### src/hdl/u8d_pkg.sv
package u8d_pkg;

  localparam int ByteW  = 8;
  localparam int UnitW  = 21;
  localparam int MaxRes = 2;

  // output queue; must hold at least MaxRes entries beyond one draining slot
  localparam int QDepth = 4;

  // sequence length classes
  localparam logic [1:0] LenNone = 2'd0;
  localparam logic [1:0] Len2    = 2'd1;
  localparam logic [1:0] Len3    = 2'd2;
  localparam logic [1:0] Len4    = 2'd3;

  localparam logic [UnitW-1:0] MaxPoint  = 21'h10FFFF;
  localparam logic [UnitW-1:0] SurLo     = 21'h00D800;
  localparam logic [UnitW-1:0] SurHi     = 21'h00DFFF;
  localparam logic [UnitW-1:0] SuppBase  = 21'h010000;
  localparam logic [UnitW-1:0] Min2      = 21'h000080;
  localparam logic [UnitW-1:0] Min3      = 21'h000800;
  localparam logic [15:0]      HighSur   = 16'hD800;
  localparam logic [15:0]      LowSur    = 16'hDC00;

  typedef struct packed {
    logic [ByteW-1:0] byte_in;
    logic             buffer_last;
  } in_item_t;

  typedef struct packed {
    logic [UnitW-1:0] code_unit;
    logic             bad_input;
    logic             run_end;
    logic             buffer_end;
  } res_t;

  typedef struct packed {
    res_t       r0;
    res_t       r1;
    logic [1:0] count;
  } res_pair_t;

endpackage

### src/hdl/u8d_in_reg.sv
module u8d_in_reg (
  input  logic              clk,
  input  logic              rst,
  input  logic              s_valid,
  output logic              s_ready,
  input  u8d_pkg::in_item_t s_item,
  output logic              item_valid,
  output u8d_pkg::in_item_t item,
  input  logic              advance
);
  import u8d_pkg::*;

  logic take;

  assign s_ready = !item_valid || advance;
  assign take    = s_valid && s_ready;

  always_ff @(posedge clk) begin
    if (rst) begin
      item_valid <= 1'b0;
    end else if (take) begin
      item_valid <= 1'b1;
    end else if (advance) begin
      item_valid <= 1'b0;
    end
  end

  always_ff @(posedge clk) begin
    if (take) begin
      item <= s_item;
    end
  end

endmodule

### src/hdl/u8d_decode.sv
module u8d_decode (
  input  logic               clk,
  input  logic               rst,
  input  logic               cfg_we,
  input  logic               cfg_mode,
  input  logic               fire,
  input  u8d_pkg::in_item_t  item,
  output u8d_pkg::res_pair_t res
);
  import u8d_pkg::*;

  logic             utf16_mode;
  logic [UnitW-1:0] partial_point, partial_point_next;
  logic [1:0]       bytes_pending, bytes_pending_next;
  logic [1:0]       length_class, length_class_next;
  logic             skipping, skipping_next;

  logic             do_fail, do_emit;
  logic [UnitW-1:0] cp, folded, minimum;
  logic [1:0]       pend_dec;
  logic [19:0]      adj;
  logic [ByteW-1:0] b;
  logic             last;

  assign b        = item.byte_in;
  assign last     = item.buffer_last;
  assign folded   = {partial_point[UnitW-7:0], b[5:0]};
  assign pend_dec = bytes_pending - 2'd1;
  assign adj      = 20'(cp - SuppBase);

  always_comb begin
    case (length_class)
      Len2:    minimum = Min2;
      Len3:    minimum = Min3;
      Len4:    minimum = SuppBase;
      default: minimum = '0;
    endcase
  end

  always_comb begin
    partial_point_next = partial_point;
    bytes_pending_next = bytes_pending;
    length_class_next  = length_class;
    skipping_next      = skipping;
    do_fail            = 1'b0;
    do_emit            = 1'b0;
    cp                 = {{(UnitW-ByteW){1'b0}}, b};
    res                = '0;

    if (skipping) begin
      if (last) begin
        skipping_next = 1'b0;
      end
    end else if (bytes_pending == 2'd0) begin
      if (!b[7]) begin
        do_emit = 1'b1;
      end else if (b[7:5] == 3'b110) begin
        partial_point_next = {{(UnitW-5){1'b0}}, b[4:0]};
        bytes_pending_next = 2'd1;
        length_class_next  = Len2;
        do_fail            = last;
      end else if (b[7:4] == 4'b1110) begin
        partial_point_next = {{(UnitW-4){1'b0}}, b[3:0]};
        bytes_pending_next = 2'd2;
        length_class_next  = Len3;
        do_fail            = last;
      end else if (b[7:3] == 5'b11110) begin
        partial_point_next = {{(UnitW-3){1'b0}}, b[2:0]};
        bytes_pending_next = 2'd3;
        length_class_next  = Len4;
        do_fail            = last;
      end else begin
        do_fail = 1'b1;
      end
    end else if (b[7:6] != 2'b10) begin
      do_fail = 1'b1;
    end else begin
      partial_point_next = folded;
      bytes_pending_next = pend_dec;
      if (pend_dec != 2'd0) begin
        do_fail = last;
      end else begin
        cp                 = folded;
        partial_point_next = '0;
        length_class_next  = LenNone;
        if (folded < minimum || folded > MaxPoint ||
            (folded >= SurLo && folded <= SurHi)) begin
          do_fail = 1'b1;
        end else begin
          do_emit = 1'b1;
        end
      end
    end

    if (do_fail) begin
      partial_point_next = '0;
      bytes_pending_next = 2'd0;
      length_class_next  = LenNone;
      skipping_next      = !last;
      res.r0             = '{code_unit: '0, bad_input: 1'b1, run_end: 1'b1, buffer_end: 1'b1};
      res.count          = 2'd1;
    end else if (do_emit) begin
      if (utf16_mode && cp >= SuppBase) begin
        res.r0 = '{code_unit: UnitW'(HighSur + 16'(adj[19:10])), bad_input: 1'b0,
                   run_end: 1'b0, buffer_end: 1'b0};
        res.r1 = '{code_unit: UnitW'(LowSur + 16'(adj[9:0])), bad_input: 1'b0,
                   run_end: 1'b1, buffer_end: last};
        res.count = 2'd2;
      end else begin
        res.r0    = '{code_unit: cp, bad_input: 1'b0, run_end: 1'b1, buffer_end: last};
        res.count = 2'd1;
      end
    end
  end

  always_ff @(posedge clk) begin
    if (rst) begin
      utf16_mode    <= 1'b0;
      partial_point <= '0;
      bytes_pending <= 2'd0;
      length_class  <= LenNone;
      skipping      <= 1'b0;
    end else begin
      if (cfg_we) begin
        utf16_mode <= cfg_mode;
      end
      if (fire) begin
        partial_point <= partial_point_next;
        bytes_pending <= bytes_pending_next;
        length_class  <= length_class_next;
        skipping      <= skipping_next;
      end
    end
  end

  // a sequence in flight always knows its length
  a_class_set : assert property (@(posedge clk) disable iff (rst)
    (bytes_pending != 2'd0) |-> (length_class != LenNone))
    else $error("pending bytes without a length class");

  // while dropping bytes no sequence is held
  a_skip_clean : assert property (@(posedge clk) disable iff (rst)
    skipping |-> (bytes_pending == 2'd0 && length_class == LenNone))
    else $error("sequence state held while skipping");

  // an error on a non-final byte starts skipping
  a_skip_after_fail : assert property (@(posedge clk) disable iff (rst)
    (fire && res.count != 2'd0 && res.r0.bad_input && !last) |=> skipping)
    else $error("skipping not set after error");

endmodule

### src/hdl/u8d_out_fifo.sv
module u8d_out_fifo (
  input  logic               clk,
  input  logic               rst,
  input  logic               push,
  input  u8d_pkg::res_pair_t res,
  output logic               room,
  output logic               m_valid,
  input  logic               m_ready,
  output u8d_pkg::res_t      m_res
);
  import u8d_pkg::*;

  localparam int PtrW = $clog2(QDepth);
  localparam int CntW = $clog2(QDepth + 1);

  res_t            mem [QDepth];
  logic [PtrW-1:0] wr_ptr, rd_ptr;
  logic [CntW-1:0] count, count_next;
  logic            pop;
  logic [1:0]      n_in;

  assign pop     = m_valid && m_ready;
  assign n_in    = push ? res.count : 2'd0;
  assign room    = count <= CntW'(QDepth - MaxRes);
  assign m_valid = count != '0;
  assign m_res   = mem[rd_ptr];

  always_comb begin
    count_next = count + CntW'(n_in) - CntW'(pop);
  end

  always_ff @(posedge clk) begin
    if (rst) begin
      wr_ptr <= '0;
      rd_ptr <= '0;
      count  <= '0;
    end else begin
      wr_ptr <= wr_ptr + PtrW'(n_in);
      if (pop) begin
        rd_ptr <= rd_ptr + PtrW'(1);
      end
      count <= count_next;
    end
  end

  always_ff @(posedge clk) begin
    if (n_in != 2'd0) begin
      mem[wr_ptr] <= res.r0;
    end
    if (n_in == 2'd2) begin
      mem[wr_ptr + PtrW'(1)] <= res.r1;
    end
  end

  a_no_overflow : assert property (@(posedge clk) disable iff (rst)
    count <= CntW'(QDepth))
    else $error("output queue overflow");

  a_push_room : assert property (@(posedge clk) disable iff (rst)
    (n_in != 2'd0) |-> room)
    else $error("push without room");

  // first unit of a surrogate pair is always followed by its low unit
  a_pair_order : assert property (@(posedge clk) disable iff (rst)
    (n_in == 2'd2) |-> (!res.r0.run_end && res.r1.run_end))
    else $error("bad pair ordering");

endmodule

### src/hdl/utf8_validating_decoder_top.sv
// Channel   Dir  Handshake            Payload
// s_*       in   s_tvalid/s_tready    tdata[7:0] byte_in, tlast buffer_last
// m_*       out  m_tvalid/m_tready    tdata[20:0] code_unit, tuser bad_input/run_end,
//                                     tlast buffer_end
// cfg_*     in   cfg_valid/cfg_ready  cfg_data utf16_mode
//
// One byte per cycle while the result queue has room: input register -> decode logic -> 4-entry result queue.
// A taken byte is held in the input register and decoded there; its results are pushed once the queue has room.
// A surrogate pair gives two output units; the queue takes both in a single push.
// s_tready drops only when the queue holds more than two results (m_tready stalled or pairs pile up).
// rst is synchronous; it clears the sequence state, skipping and the mode to 0.
module utf8_validating_decoder_top (
  input  logic        clk,
  input  logic        rst,
  input  logic        s_tvalid,
  output logic        s_tready,
  input  logic [7:0]  s_tdata,   // [7:0] byte_in
  input  logic        s_tlast,   // buffer_last
  output logic        m_tvalid,
  input  logic        m_tready,
  output logic [23:0] m_tdata,   // [20:0] code_unit, [23:21] zero
  output logic [1:0]  m_tuser,   // [0] bad_input, [1] run_end
  output logic        m_tlast,   // buffer_end
  input  logic        cfg_valid,
  output logic        cfg_ready,
  input  logic        cfg_data   // utf16_mode
);
  import u8d_pkg::*;

  in_item_t  s_item, item;
  logic      item_valid, room, fire;
  res_pair_t res;
  res_t      m_res;

  assign s_item    = '{byte_in: s_tdata, buffer_last: s_tlast};
  assign fire      = item_valid && room;
  assign cfg_ready = 1'b1;

  u8d_in_reg u_in (
    .clk        (clk),
    .rst        (rst),
    .s_valid    (s_tvalid),
    .s_ready    (s_tready),
    .s_item     (s_item),
    .item_valid (item_valid),
    .item       (item),
    .advance    (fire)
  );

  u8d_decode u_dec (
    .clk      (clk),
    .rst      (rst),
    .cfg_we   (cfg_valid && cfg_ready),
    .cfg_mode (cfg_data),
    .fire     (fire),
    .item     (item),
    .res      (res)
  );

  u8d_out_fifo u_q (
    .clk     (clk),
    .rst     (rst),
    .push    (fire),
    .res     (res),
    .room    (room),
    .m_valid (m_tvalid),
    .m_ready (m_tready),
    .m_res   (m_res)
  );

  assign m_tdata = {3'b000, m_res.code_unit};
  assign m_tuser = {m_res.run_end, m_res.bad_input};
  assign m_tlast = m_res.buffer_end;

endmodule

### config.mk
export PLATFORM = sky130hd
export DESIGN_NAME = utf8_validating_decoder_top
export DESIGN_NICKNAME = d
export VERILOG_FILES = /design/src/hdl/u8d_pkg.sv /design/src/hdl/u8d_in_reg.sv /design/src/hdl/u8d_decode.sv /design/src/hdl/u8d_out_fifo.sv /design/src/hdl/utf8_validating_decoder_top.sv
export SDC_FILE = /design/constraint.sdc
export NUM_CORES = 1
export LEC_CHECK = 0
export ABC_AREA = 1
export BUFFER_PORTS_ARGS = -buffer_cell sky130_fd_sc_hd__buf_4
export CORE_UTILIZATION = 50
export CTS_CLUSTER_DIAMETER = 50
export CTS_CLUSTER_SIZE = 25
export DETAILED_ROUTE_END_ITERATION = 16
export PLACE_DENSITY_LB_ADDON = 0.12
export SYNTH_ARGS = -nofsm -noshare
export SYNTH_HDL_FRONTEND = slang
export SYNTH_SLANG_ARGS = --single-unit
### constraint.sdc
create_clock -name clk -period 4.85 [get_ports clk]
set_clock_uncertainty 0.05 [all_clocks]
set_input_delay 0.485 -clock clk [delete_from_list [all_inputs] [get_ports clk]]
set_output_delay 0.485 -clock clk [all_outputs]
set_load 0.01 [all_outputs]
==> impl_results.md, run 1 <==
- CTS Buf Count: 17
- Number of remaining DRC errors: 0
- Pwr Density: 502.0 nW/um^2
- CP max-delay cell: inv_1
- Share of the yosys chip area belonging to registers: 47.38%
- Postcts setup bufs: 0
- Clock transition at path regs: 60 ps
- Tcrit/Tclk final: 84.04%
- Max Clk Rate: 245.4 MHz
- CP dominant cell by count: nand2_2
- Worst Setup SP: u_in.item[7]
- DR WL/cell: 16.74 microns
- Slew @ Worst Pin: 1006 ps
- Status: finished, final reports clean
- Largest stage delay, worst path: 530 ps
- Clock tree from TritonCTS: done
- Largest net degree at the start of global routing: 55
- Clk buf depth: 2
- Total wire length: 19.37 mm
- EDFF count, synth: 77
- CP arrival: 4080 ps
- Die height: 123.4 microns
- Port Buf Inserts: 40
- RR Startpoint: u_in.item[7]
- Post-layout nets: 984
- Yosys cell types: 42
- Setup CP Type: flip-flop to flip-flop
- Slew headroom: 32.23%
- Clk_lat worst skew: 420 ps
- Hold Crit Class: input pin to flip-flop
- I/O pin count: 45
- Final setup violation count: 0
- CTS Sinks: 136
- RSZ-0062 raised after global routing: false
- Ant. Diodes: 0
- Drt first-iter violations: 611
- Core region area: 14480 sq um
- Post-Syn Area: 7373 sq um
- CP cell instances: nor2_4 > nand2_2 > nor3_2 > ha_1 > nand2_1 > nor2_1 > nand2_1 > nor2_1 > nand3_1 > nand2_2 > nand2_4 > nor2_4 > nand2_2 > nand2_8 > nand2_2 > inv_2 > nor2_2 > inv_1
- Endpoints failing hold: 0
- Critical path buffer and inverter count: 2
- Syn_area_per_cell: 7.844 sq um
- Leakage: 3.809 nW
- Post-DP HPWL: 13.69 mm
- Root Driver: clkbuf_16
- Die area: 15240 sq um
- Pre-CTS WS: 813.7 ps
- Hold path start: s_tdata[2]
- Via density: 5.392
- Synth warn: 0
- Max-slew violation count: 0
- DIE WIDTH: 123.4 microns
- Initial antenna violation count: 0
- DRT Pass-1 Iters: 6
- Synthesized flop and latch total: 136
- H-Tree Depth: 4
- Post-route ant nets: 0
- # resized after CTS: 0
- Max Cap Violations: 0
- PnR worst setup slack: 774.2 ps
- Gr usage total: 27.19%
- Setup TNS: 0 ps
- Maximum VDD drop: 0.2268 mV
- Startpoint Class: flip-flop
- Rows: 44
- Delay-heaviest family, CP: simple AND/OR/NAND/NOR gates
- CTS hold repair buffers: 0
- Initial Utilization: 50.92%
- Post-Synthesis Cells: 940
- Commonest register cell after synthesis: edfxtp_1
- Post-layout min period: 4076 ps
- CP Capture Type: flip-flop
- Layout area overhead: 12.17%
- Vias in the first global route: 5510
- CP required: 4850 ps
- Grt ovf: 0
- First-pass GRT wire length: 30.42 mm
- Share of cells above drive strength 1: 13.05%
- Async SR Flop Fraction: 0%
- Final Wtd Congestion: 0.9653
- Crit-path max FO: 27
- Vias: 6238
-- worst paths after layout --
| kind | endpoint | slack, ps | cells after the start |
|---|---|---|---|
| worst max-delay path | u_q.mem[3][7] | 770 | 18 |
| worst min register to register | u_q.mem[3][19] | 420 | 2 |
| worst min-delay path | u_in.item[3] | 190 | 1 |
| worst max register to register | u_q.mem[3][7] | 770 | 18 |
-- sequential cells by signal, indices dropped and copies added, names as in the netlist, named ones only --
register and flops:
u_in.item_valid 1, u_dec.skipping 1, u_dec.length_class 2, u_q.wr_ptr 2
u_in.item 9, u_dec.utf16_mode 1, u_q.count 3, u_q.mem 96
u_dec.bytes_pending 2, u_q.rd_ptr 2, u_dec.partial_point 15
-- metal layers --
layer  GRT usage (%)  wire length, microns  vias to the layer above
met5               0                     0                        -
met4           10.99                   468                        0
met3           4.982                  1180                       45
met2           42.81                  9058                      218
met1           36.93                  8659                     2851
li1                -                     -                     3124
-- where the power goes --
group          internal (mW)  leakage, nW  total [mW]  switching, mW
sequential              1.41         1.30        1.53          0.121
combinational          0.475         2.22        1.32          0.843
clock                  0.819        0.282        1.31          0.486
total                   2.70         3.81        4.15           1.45
-- cells in the mapped netlist (2+ instances only) --
library cell | number | area share, %
a211oi_1 | 2 | 0.20
a21oi_1 | 45 | 3.1
a21oi_2 | 4 | 0.48
a21oi_4 | 2 | 0.44
and2_1 | 12 | 1.0
buf_2 | 12 | 0.81
buf_4 | 6 | 0.61
buf_6 | 10 | 1.5
clkbuf_1 | 19 | 0.97
clkinv_1 | 3 | 0.15
conb_1 | 2 | 0.10
dfxtp_1 | 59 | 16
edfxtp_1 | 77 | 31
ha_1 | 8 | 1.4
inv_1 | 88 | 4.5
inv_2 | 9 | 0.46
nand2_1 | 178 | 9.1
nand2_2 | 13 | 1.1
nand2_4 | 6 | 0.92
nand3_1 | 44 | 3.0
nand4_1 | 7 | 0.59
nor2_1 | 167 | 8.5
nor2_2 | 4 | 0.34
nor2_4 | 2 | 0.31
nor3_1 | 7 | 0.48
o211ai_1 | 2 | 0.20
o21ai_0 | 78 | 5.3
o21ai_1 | 29 | 2.0
o22ai_1 | 26 | 2.2
o22ai_2 | 4 | 0.68
xnor2_1 | 3 | 0.36
xor2_1 | 2 | 0.24
-- per-stage QoR --
step	cells	power [mW]	area [sq um]	hold slack [ps]	util (%)
final	1157	4.152	8270	186.9	57.12
after global routing	1157	4.421	8270	173.2	57.12
after CTS	1157	4.165	8270	175.1	57.12
after detailed placement	1125	2.862	7671	403.9	52.98
after global placement	1125	2.857	7671	393.7	52.98
after floorplan	942	2.460	7381	384.3	-
-- cells by family (layout without fill, tap and decap cells) --
group / after synthesis / count (layout) / synth area share (%)
simple gates: 444 / 444 / 26.12
compound gates: 196 / 196 / 15.12
buf+inv: 148 / 179 / 9.062
flops: 136 / 136 / 47.38
fa+ha+maj: 9 / 9 / 1.629
xor+xnor: 5 / 5 / 0.5940
other cells: 2 / 4 / 0.1019
-- cell usage in the layout (no fill, tap or decap), types with 3 or more instances in the layout --
cell,n
inv_2,9
nand2_4,6
dfxtp_1,59
o21ai_1,29
clkinv_1,3
a21oi_1,45
buf_4,47
nand3_1,44
nand2_2,13
and2_1,12
nand4_1,7
clkbuf_16,17
bufinv_16,3
nor2_1,167
o21ai_0,78
o22ai_2,4
conb_1,4
nand2_1,178
nor3_1,7
o22ai_1,26
nor2_2,4
clkinvlp_4,4
a21oi_2,4
edfxtp_1,77
inv_1,88
clkinv_2,3
ha_1,8
xnor2_1,3
-- layout make-up --
| class | instances | area (sq um) |
|---|---|---|
| Inverter | 100 | 375.4 |
| Multi-Input combinational cell | 658 | 3219 |
| Timing Repair Buffer | 47 | 352.8 |
| Clock inverter | 12 | 152.6 |
| Fill cell | 1373 | 6208 |
| Sequential cell | 136 | 3493 |
| Clock buffer | 20 | 446.7 |
| Tap cell | 184 | 230.2 |
Power figures use the tool's default switching activity.
==> run 2, diff against run 1 <==
- clock period: 4.85 -> 3.4 ns (I/O delays scaled with it)
==> impl_results.md, run 2 (synthesized netlist as in run 1, its figures left out) <==
- Clock transition at path regs: 60 ps (about the same)
- Worst Setup SP: u_in.item[7] (unchanged)
- Total wire length: 19.67 mm (was 19.37 mm)
- Hold path start: s_tdata[5] (was s_tdata[2])
- DRT Pass-1 Iters: 7 (was 6)
- RSZ-0062 raised after global routing: true (was false)
- Vias in the first global route: 5572 (was 5510)
- Final setup violation count: 0 (unchanged)
- Die area: 15240 sq um (unchanged)
- Tcrit/Tclk final: 93.36% (was 84.04%)
- Slew @ Worst Pin: 930.1 ps (was 1006 ps)
- Gr usage total: 27.11% (was 27.19%)
- Postcts setup bufs: 0 (unchanged)
- CP cell instances: nor2_4 > nand2_2 > nor3_4 > ha_1 > nand2_1 > nor2_1 > nand2_1 > nor2_1 > nand3_1 > nand2_2 > nand2_4 > nor2_4 > nand2_2 > ha_1 > fa_1 > xor2_1 > inv_1 > nor2_1 (was nor2_4 > nand2_2 > nor3_2 > ha_1 > nand2_1 > nor2_1 > nand2_1 > nor2_1 > nand3_1 > nand2_2 > nand2_4 > nor2_4 > nand2_2 > nand2_8 > nand2_2 > inv_2 > nor2_2 > inv_1)
- Drt first-iter violations: 535 (was 611)
- Post-layout nets: 1008 (was 984)
- Vias: 6265 (was 6238)
- Pre-CTS WS: 201.2 ps (was 813.7 ps)
- Fillers: 1332 (was 1373)
- DR WL/cell: 16.65 microns (was 16.74 microns)
- Clk buf depth: 2 (unchanged)
- Root Driver: clkbuf_16 (unchanged)
- Post-layout min period: 3174 ps (was 4076 ps)
- Share of cells above drive strength 1: 15.45% (was 13.05%)
- Max-slew violation count: 0 (unchanged)
- CP max-delay cell: edfxtp_1 (was inv_1)
- CP required: 3670 ps (was 4850 ps)
- Number of remaining DRC errors: 0 (unchanged)
- Post-DP HPWL: 13.86 mm (was 13.69 mm)
- Placed standard-cell area: 7851 sq um (was 7671 sq um)
- Clock tree from TritonCTS: done (unchanged)
- Non-Filler Instances: 1181 (was 1157)
- DIE WIDTH: 123.4 microns (unchanged)
- Most common cell after layout, fill and taps aside: nand2_1 (unchanged)
- Biggest regs: u_q.mem (96), u_dec.partial_point (15), u_in.item (9) (unchanged)
- First-pass GRT wire length: 30.31 mm (was 30.42 mm)
- Biggest register: u_q.mem (unchanged)
- Crit-path max FO: 12 (was 27)
- Max Cap Violations: 0 (unchanged)
- Layout area overhead: 15.00% (was 12.17%)
- Final Wtd Congestion: 0.9142 (was 0.9653)
- Initial Utilization: 50.92% (unchanged)
- Final Total Pwr: 5.970 mW (was 4.152 mW)
- H-Tree Depth: 4 (unchanged)
- Max Clk Rate: 315.0 MHz (was 245.4 MHz)
- CP arrival: 3440 ps (was 4080 ps)
- Clk_lat worst skew: 420 ps (about the same)
- Via density: 5.305 (was 5.392)
- Setup CP Type: flip-flop to flip-flop (unchanged)
- Post-route ant nets: 0 (unchanged)
- Status: finished, final reports clean (unchanged)
- Max reg flops: 96 (unchanged)
- Port Buf Inserts: 40 (unchanged)
- CTS Sinks: 136 (unchanged)
- Largest stage delay, worst path: 470 ps (was 530 ps)
- Endpoints failing hold: 0 (unchanged)
- PnR worst setup slack: 225.8 ps (was 774.2 ps)
- Placed Cells: 1149 (was 1125)
- Maximum VDD drop: 0.5062 mV (was 0.2268 mV)
- I/O pin count: 45 (unchanged)
- CP Capture Type: flip-flop (unchanged)
- RR Startpoint: u_in.item[7] (unchanged)
- Largest net degree at the start of global routing: 43 (was 55)
- Hold Crit Class: input pin to flip-flop (unchanged)
- Pwr Density: 704.1 nW/um^2 (was 502.0 nW/um^2)
- Die height: 123.4 microns (unchanged)
- Leakage: 3.921 nW (was 3.809 nW)
- Commonest non-fill, non-tap cells in the layout: nand2_1, nor2_1, inv_1 (unchanged)
- Rows: 44 (unchanged)
- Core region area: 14480 sq um (unchanged)
- Ant. Diodes: 0 (unchanged)
- Startpoint Class: flip-flop (unchanged)
- Final instance area: 8479 sq um (was 8270 sq um)
- CTS Buf Count: 17 (unchanged)
- Initial antenna violation count: 0 (unchanged)
- Grt ovf: 0 (unchanged)
- Slew headroom: 37.93% (was 32.23%)
==> run 2: cell count changes in the layout (fill, tap and decap cells not counted), moves of 2 or more <==
cell / before / now
buf_4: 47 / 68
buf_6: 0 / 3
clkbuf_1: 2 / 0
clkinvlp_4: 4 / 6
inv_6: 0 / 2
==> run 2: per-stage QoR <==
step | utilization, % | setup TNS, ps | hold slack (ps)
after detailed placement | 54.23 | 0 | 404.8
after CTS | 58.35 | 0 | 30.71
after global placement | 54.23 | 0 | 398.7
after global routing | 58.56 | -50.80 | 25.52
after floorplan | - | 0 | 356.7
final | 58.56 | 0 | 42.76
==> run 2: area by class of cell <==
class                      count  area (sq um)  area share [%]
sequential                   136          3493           41.20
multi-input combinational    658          3236           38.16
timing repair buffer          71         544.3           6.419
clock buffer                  18         450.4           5.312
inverter                     100         379.1           4.471
tap                          184         230.2           2.715
clock inverter                14         146.4           1.726
==> run 2: repair_timing <==
action                     4_1_cts  5_1_grt
setup endpoints to repair        0       91
hold buffers                     0        0
resized for setup                0        7
==> run 2: power by group <==
group / switching (mW) / internal, mW / leakage [nW]
clock network: 0.727 / 1.12 / 0.278
logic: 1.23 / 0.723 / 2.34
registers: 0.162 / 2.01 / 1.30
==> run 2: worst max-delay path, delay by kind of cell (launching register included) <==
kind                       cells  cell delay [ps]
buffers and inverters          1               60
and+or+nand+nor               13             1380
xor gates and xnor gates       1              170
DFF                            1              470
adders and majority gates      3              930
==> run 2: path summary, 6_finish.rpt <==
check        cells past startpoint        endpoint  slack [ps]
min                              1    u_in.item[6]          40
max reg2reg                     18    u_q.count[2]         230
min reg2reg                      2  u_q.mem[3][19]         420
max                             18    u_q.count[2]         230
==> run 2: per-layer routing <==
metal | vias up | routed length, microns | track usage (%)
met2 | 184 | 9316 | 43.51
met4 | 0 | 284 | 6.928
met3 | 26 | 1147 | 6.550
met1 | 2888 | 8920 | 36.66
li1 | 3167 | - | -
met5 | - | 0 | 0
==> run 3, diff against run 2 <==
- SYNTH_HIERARCHICAL: default -> 1
==> impl_results.md, run 3 <==
- Status: finished, final reports clean (unchanged)
- Number of remaining DRC errors: 0 (unchanged)
- Biggest register: u_q/mem (was u_q.mem)
- Post-Syn Area: 7436 sq um (was 7373 sq um)
- Max-slew violation count: 0 (unchanged)
- Sw frac: 31.85% (was 35.48%)
- Hold path start: s_tdata[0] (was s_tdata[5])
- Pre-CTS WS: 110.5 ps (was 201.2 ps)
- Worst Setup SP: u_in/item[8] (was u_in.item[7])
- Maximum VDD drop: 0.3683 mV (was 0.5062 mV)
- Clock share of power: 33.7% (was 31.0%)
- Share of the yosys chip area belonging to registers: 50.75% (was 47.38%)
- Pwr Density: 645.5 nW/um^2 (was 704.1 nW/um^2)
- Rows: 44 (unchanged)
- Via density: 5.447 (was 5.305)
- Post-route ant nets: 0 (unchanged)
- Clock transition at path regs: 60 ps (about the same)
- Post-Synthesis Cells: 868 (was 940)
- Placed standard-cell area: 7794 sq um (was 7851 sq um)
- CP required: 3670 ps (about the same)
- Internal Power: 3.714 mW (was 3.852 mW)
- Max reg flops: 96 (unchanged)
- Root Driver: clkbuf_16 (unchanged)
- PnR worst setup slack: 207.7 ps (was 225.8 ps)
- Max Cap Violations: 0 (unchanged)
- Commonest register cell after synthesis: edfxtp_1 (unchanged)
- Core region area: 14530 sq um (was 14480 sq um)
- Largest net degree at the start of global routing: 49 (was 43)
- Initial antenna violation count: 0 (unchanged)
- Startpoint Class: flip-flop (unchanged)
- Port Buf Inserts: 40 (unchanged)
- Commonest non-fill, non-tap cells in the layout: nand2_1, o21ai_0, edfxtp_1 (was nand2_1, nor2_1, inv_1)
- Most common cell after layout, fill and taps aside: nand2_1 (unchanged)
- Vias in the first global route: 5604 (was 5572)
- Synth warn: 6 (was 0)
- Layout area overhead: 13.55% (was 15.00%)
- EDFF count, synth: 105 (was 77)
- Initial Utilization: 51.16% (was 50.92%)
- RSZ-0062 raised after global routing: true (unchanged)
- Slew @ Worst Pin: 856.3 ps (was 930.1 ps)
- Flop pwr share: 38.3% (was 36.3%)
- DIE WIDTH: 124.0 microns (was 123.4 microns)
- CTS Buf Count: 17 (unchanged)
- Clk buf depth: 2 (unchanged)
- FF-to-FF setup slack: 210 ps (was 230 ps)
- Share of cells above drive strength 1: 17.46% (was 15.45%)
- Slew headroom: 42.85% (was 37.93%)
- Grt ovf: 0 (unchanged)
- Post-layout nets: 916 (was 1008)
- Clock tree from TritonCTS: done (unchanged)
- Post-DP HPWL: 11.86 mm (was 13.86 mm)
- Hold Crit Class: input pin to flip-flop (unchanged)
- Total wire length: 18.06 mm (was 19.67 mm)
- Drt first-iter violations: 415 (was 535)
- Clk_lat worst skew: 420 ps (about the same)
- DRT Pass-1 Iters: 6 (was 7)
- Async SR Flop Fraction: 0% (unchanged)
- Final Wtd Congestion: 0.8867 (was 0.9142)
- Syn_area_per_cell: 8.567 sq um (was 7.844 sq um)
- Ant. Diodes: 0 (unchanged)
- Setup CP Type: flip-flop to flip-flop (unchanged)
- Final Total Pwr: 5.450 mW (was 5.970 mW)
- First-pass GRT wire length: 28.18 mm (was 30.31 mm)
- CTS Sinks: 136 (unchanged)
- Gr usage total: 24.77% (was 27.11%)
- Synth area leader: edfxtp_1 (unchanged)
- Crit-path max FO: 7 (was 12)
- Top cell type's share of synthesized area: 42.40% (was 31.36%)
- Leakage: 3.121 nW (was 3.921 nW)
- I/O pin count: 45 (unchanged)
- RR Startpoint: u_in/item[8] (was u_in.item[7])
- Tcrit/Tclk final: 93.89% (was 93.36%)
- Endpoints failing hold: 0 (unchanged)
- DR WL/cell: 16.58 microns (was 16.65 microns)
- Max Clk Rate: 313.3 MHz (was 315.0 MHz)
- CP Capture Type: flip-flop (unchanged)
- Biggest regs: u_q/mem (96), u_dec/partial_point (15), u_in/item (9) (was u_q.mem (96), u_dec.partial_point (15), u_in.item (9))
- Synth top area cells: edfxtp_1, o21ai_0, dfxtp_1 (was edfxtp_1, dfxtp_1, nand2_1)
- Synth cell count leaders: nand2_1, o21ai_0, edfxtp_1, nor2_1, inv_1 (was nand2_1, nor2_1, inv_1, o21ai_0, edfxtp_1)
- Die area: 15360 sq um (was 15240 sq um)
- Synthesized flop and latch total: 136 (unchanged)
- CP arrival: 3460 ps (was 3440 ps)
- H-Tree Depth: 4 (unchanged)
- NetSw: 1.736 mW (was 2.119 mW)
- Final instance area: 8443 sq um (was 8479 sq um)
- Vias: 5932 (was 6265)
- Yosys cell types: 35 (was 42)
- Combinational Power Share: 28.0% (was 32.7%)
- Die height: 124.0 microns (was 123.4 microns)
- Post-layout min period: 3192 ps (was 3174 ps)
- Most common cell in the netlist: nand2_1 (unchanged)
- Final setup violation count: 0 (unchanged)
## run 3: power by group through the flow
stage / combinational [mW] / sequential (mW) / clock, mW
final: 1.53 / 2.08 / 1.84
after global routing: 1.71 / 2.10 / 1.93
after CTS: 1.51 / 2.08 / 1.86
after detailed placement: 1.50 / 2.12 / 0
after global placement: 1.46 / 2.11 / 0
after floorplan: 1.00 / 2.09 / 0
## run 3: through the flow
step                      hold WS [ps]  utilization, %  setup TNS (ps)  cells
after floorplan                  352.4               -          -30880    876
after global placement           418.1           53.62               0   1055
after detailed placement         430.3           53.62               0   1055
after CTS                        20.00           57.65               0   1087
after global routing             25.16           58.09          -415.0   1089
final                            38.28           58.09               0   1089
## run 3: logic make-up (layout without fill, tap and decap cells)
| family | after synthesis | in the layout | synth area share, % |
|---|---|---|---|
| buf+inv | 154 | 183 | 10.33 |
| other cells | 3 | 11 | 0.1514 |
| compound gates | 236 | 236 | 17.58 |
| xor+xnor | 1 | 1 | 0.1178 |
| fa+ha+maj | 9 | 9 | 1.615 |
| flops | 136 | 136 | 50.75 |
| simple gates | 329 | 329 | 19.45 |
## run 3: cell type report
cell class                      instances  area, sq um
Fill cell                            1315         6091
Sequential cell                       136         3775
Multi-Input combinational cell        586         2975
Timing Repair Buffer                   63        546.8
Clock buffer                           18        429.2
Inverter                               88        330.3
Tap cell                              184        230.2
Clock inverter                         14        156.4
## run 3: timing repair
action | 4_1_cts | 5_1_grt
hold buffers | 0 | 0
setup endpoints to repair | 0 | 146
resized for setup | 0 | 14
setup buffers | 0 | 2
## run 3: final timing paths
check,endpoint,cells past startpoint
max,u_q/count[1],21
max reg2reg,u_q/count[1],21
min,u_in/item[1],1
min reg2reg,u_in/item_valid,2
## run 3: worst max-delay path, stage by stage (launching register included)
cell      delay (ps)
edfxtp_1         410
inv_2             90
nor2_4           140
nand2_4           80
nor3_4           230
ha_2             200
nand3_1           70
nor2_1            90
nand3_1           80
nor2_1           110
nand3b_1         100
nand2_2          100
nand2_4           90
nand2_4           80
nand2_4           70
nand2_2           80
ha_1             220
inv_1             60
ha_1             140
inv_1             50
fa_2             510
nor2_1            40
## run 3: routing by layer
metal	GRT usage, %	part of all wire [%]
met4	8.780	1.4
met2	42.57	50
met3	5.174	4.5
met5	0	0
met1	30.76	44
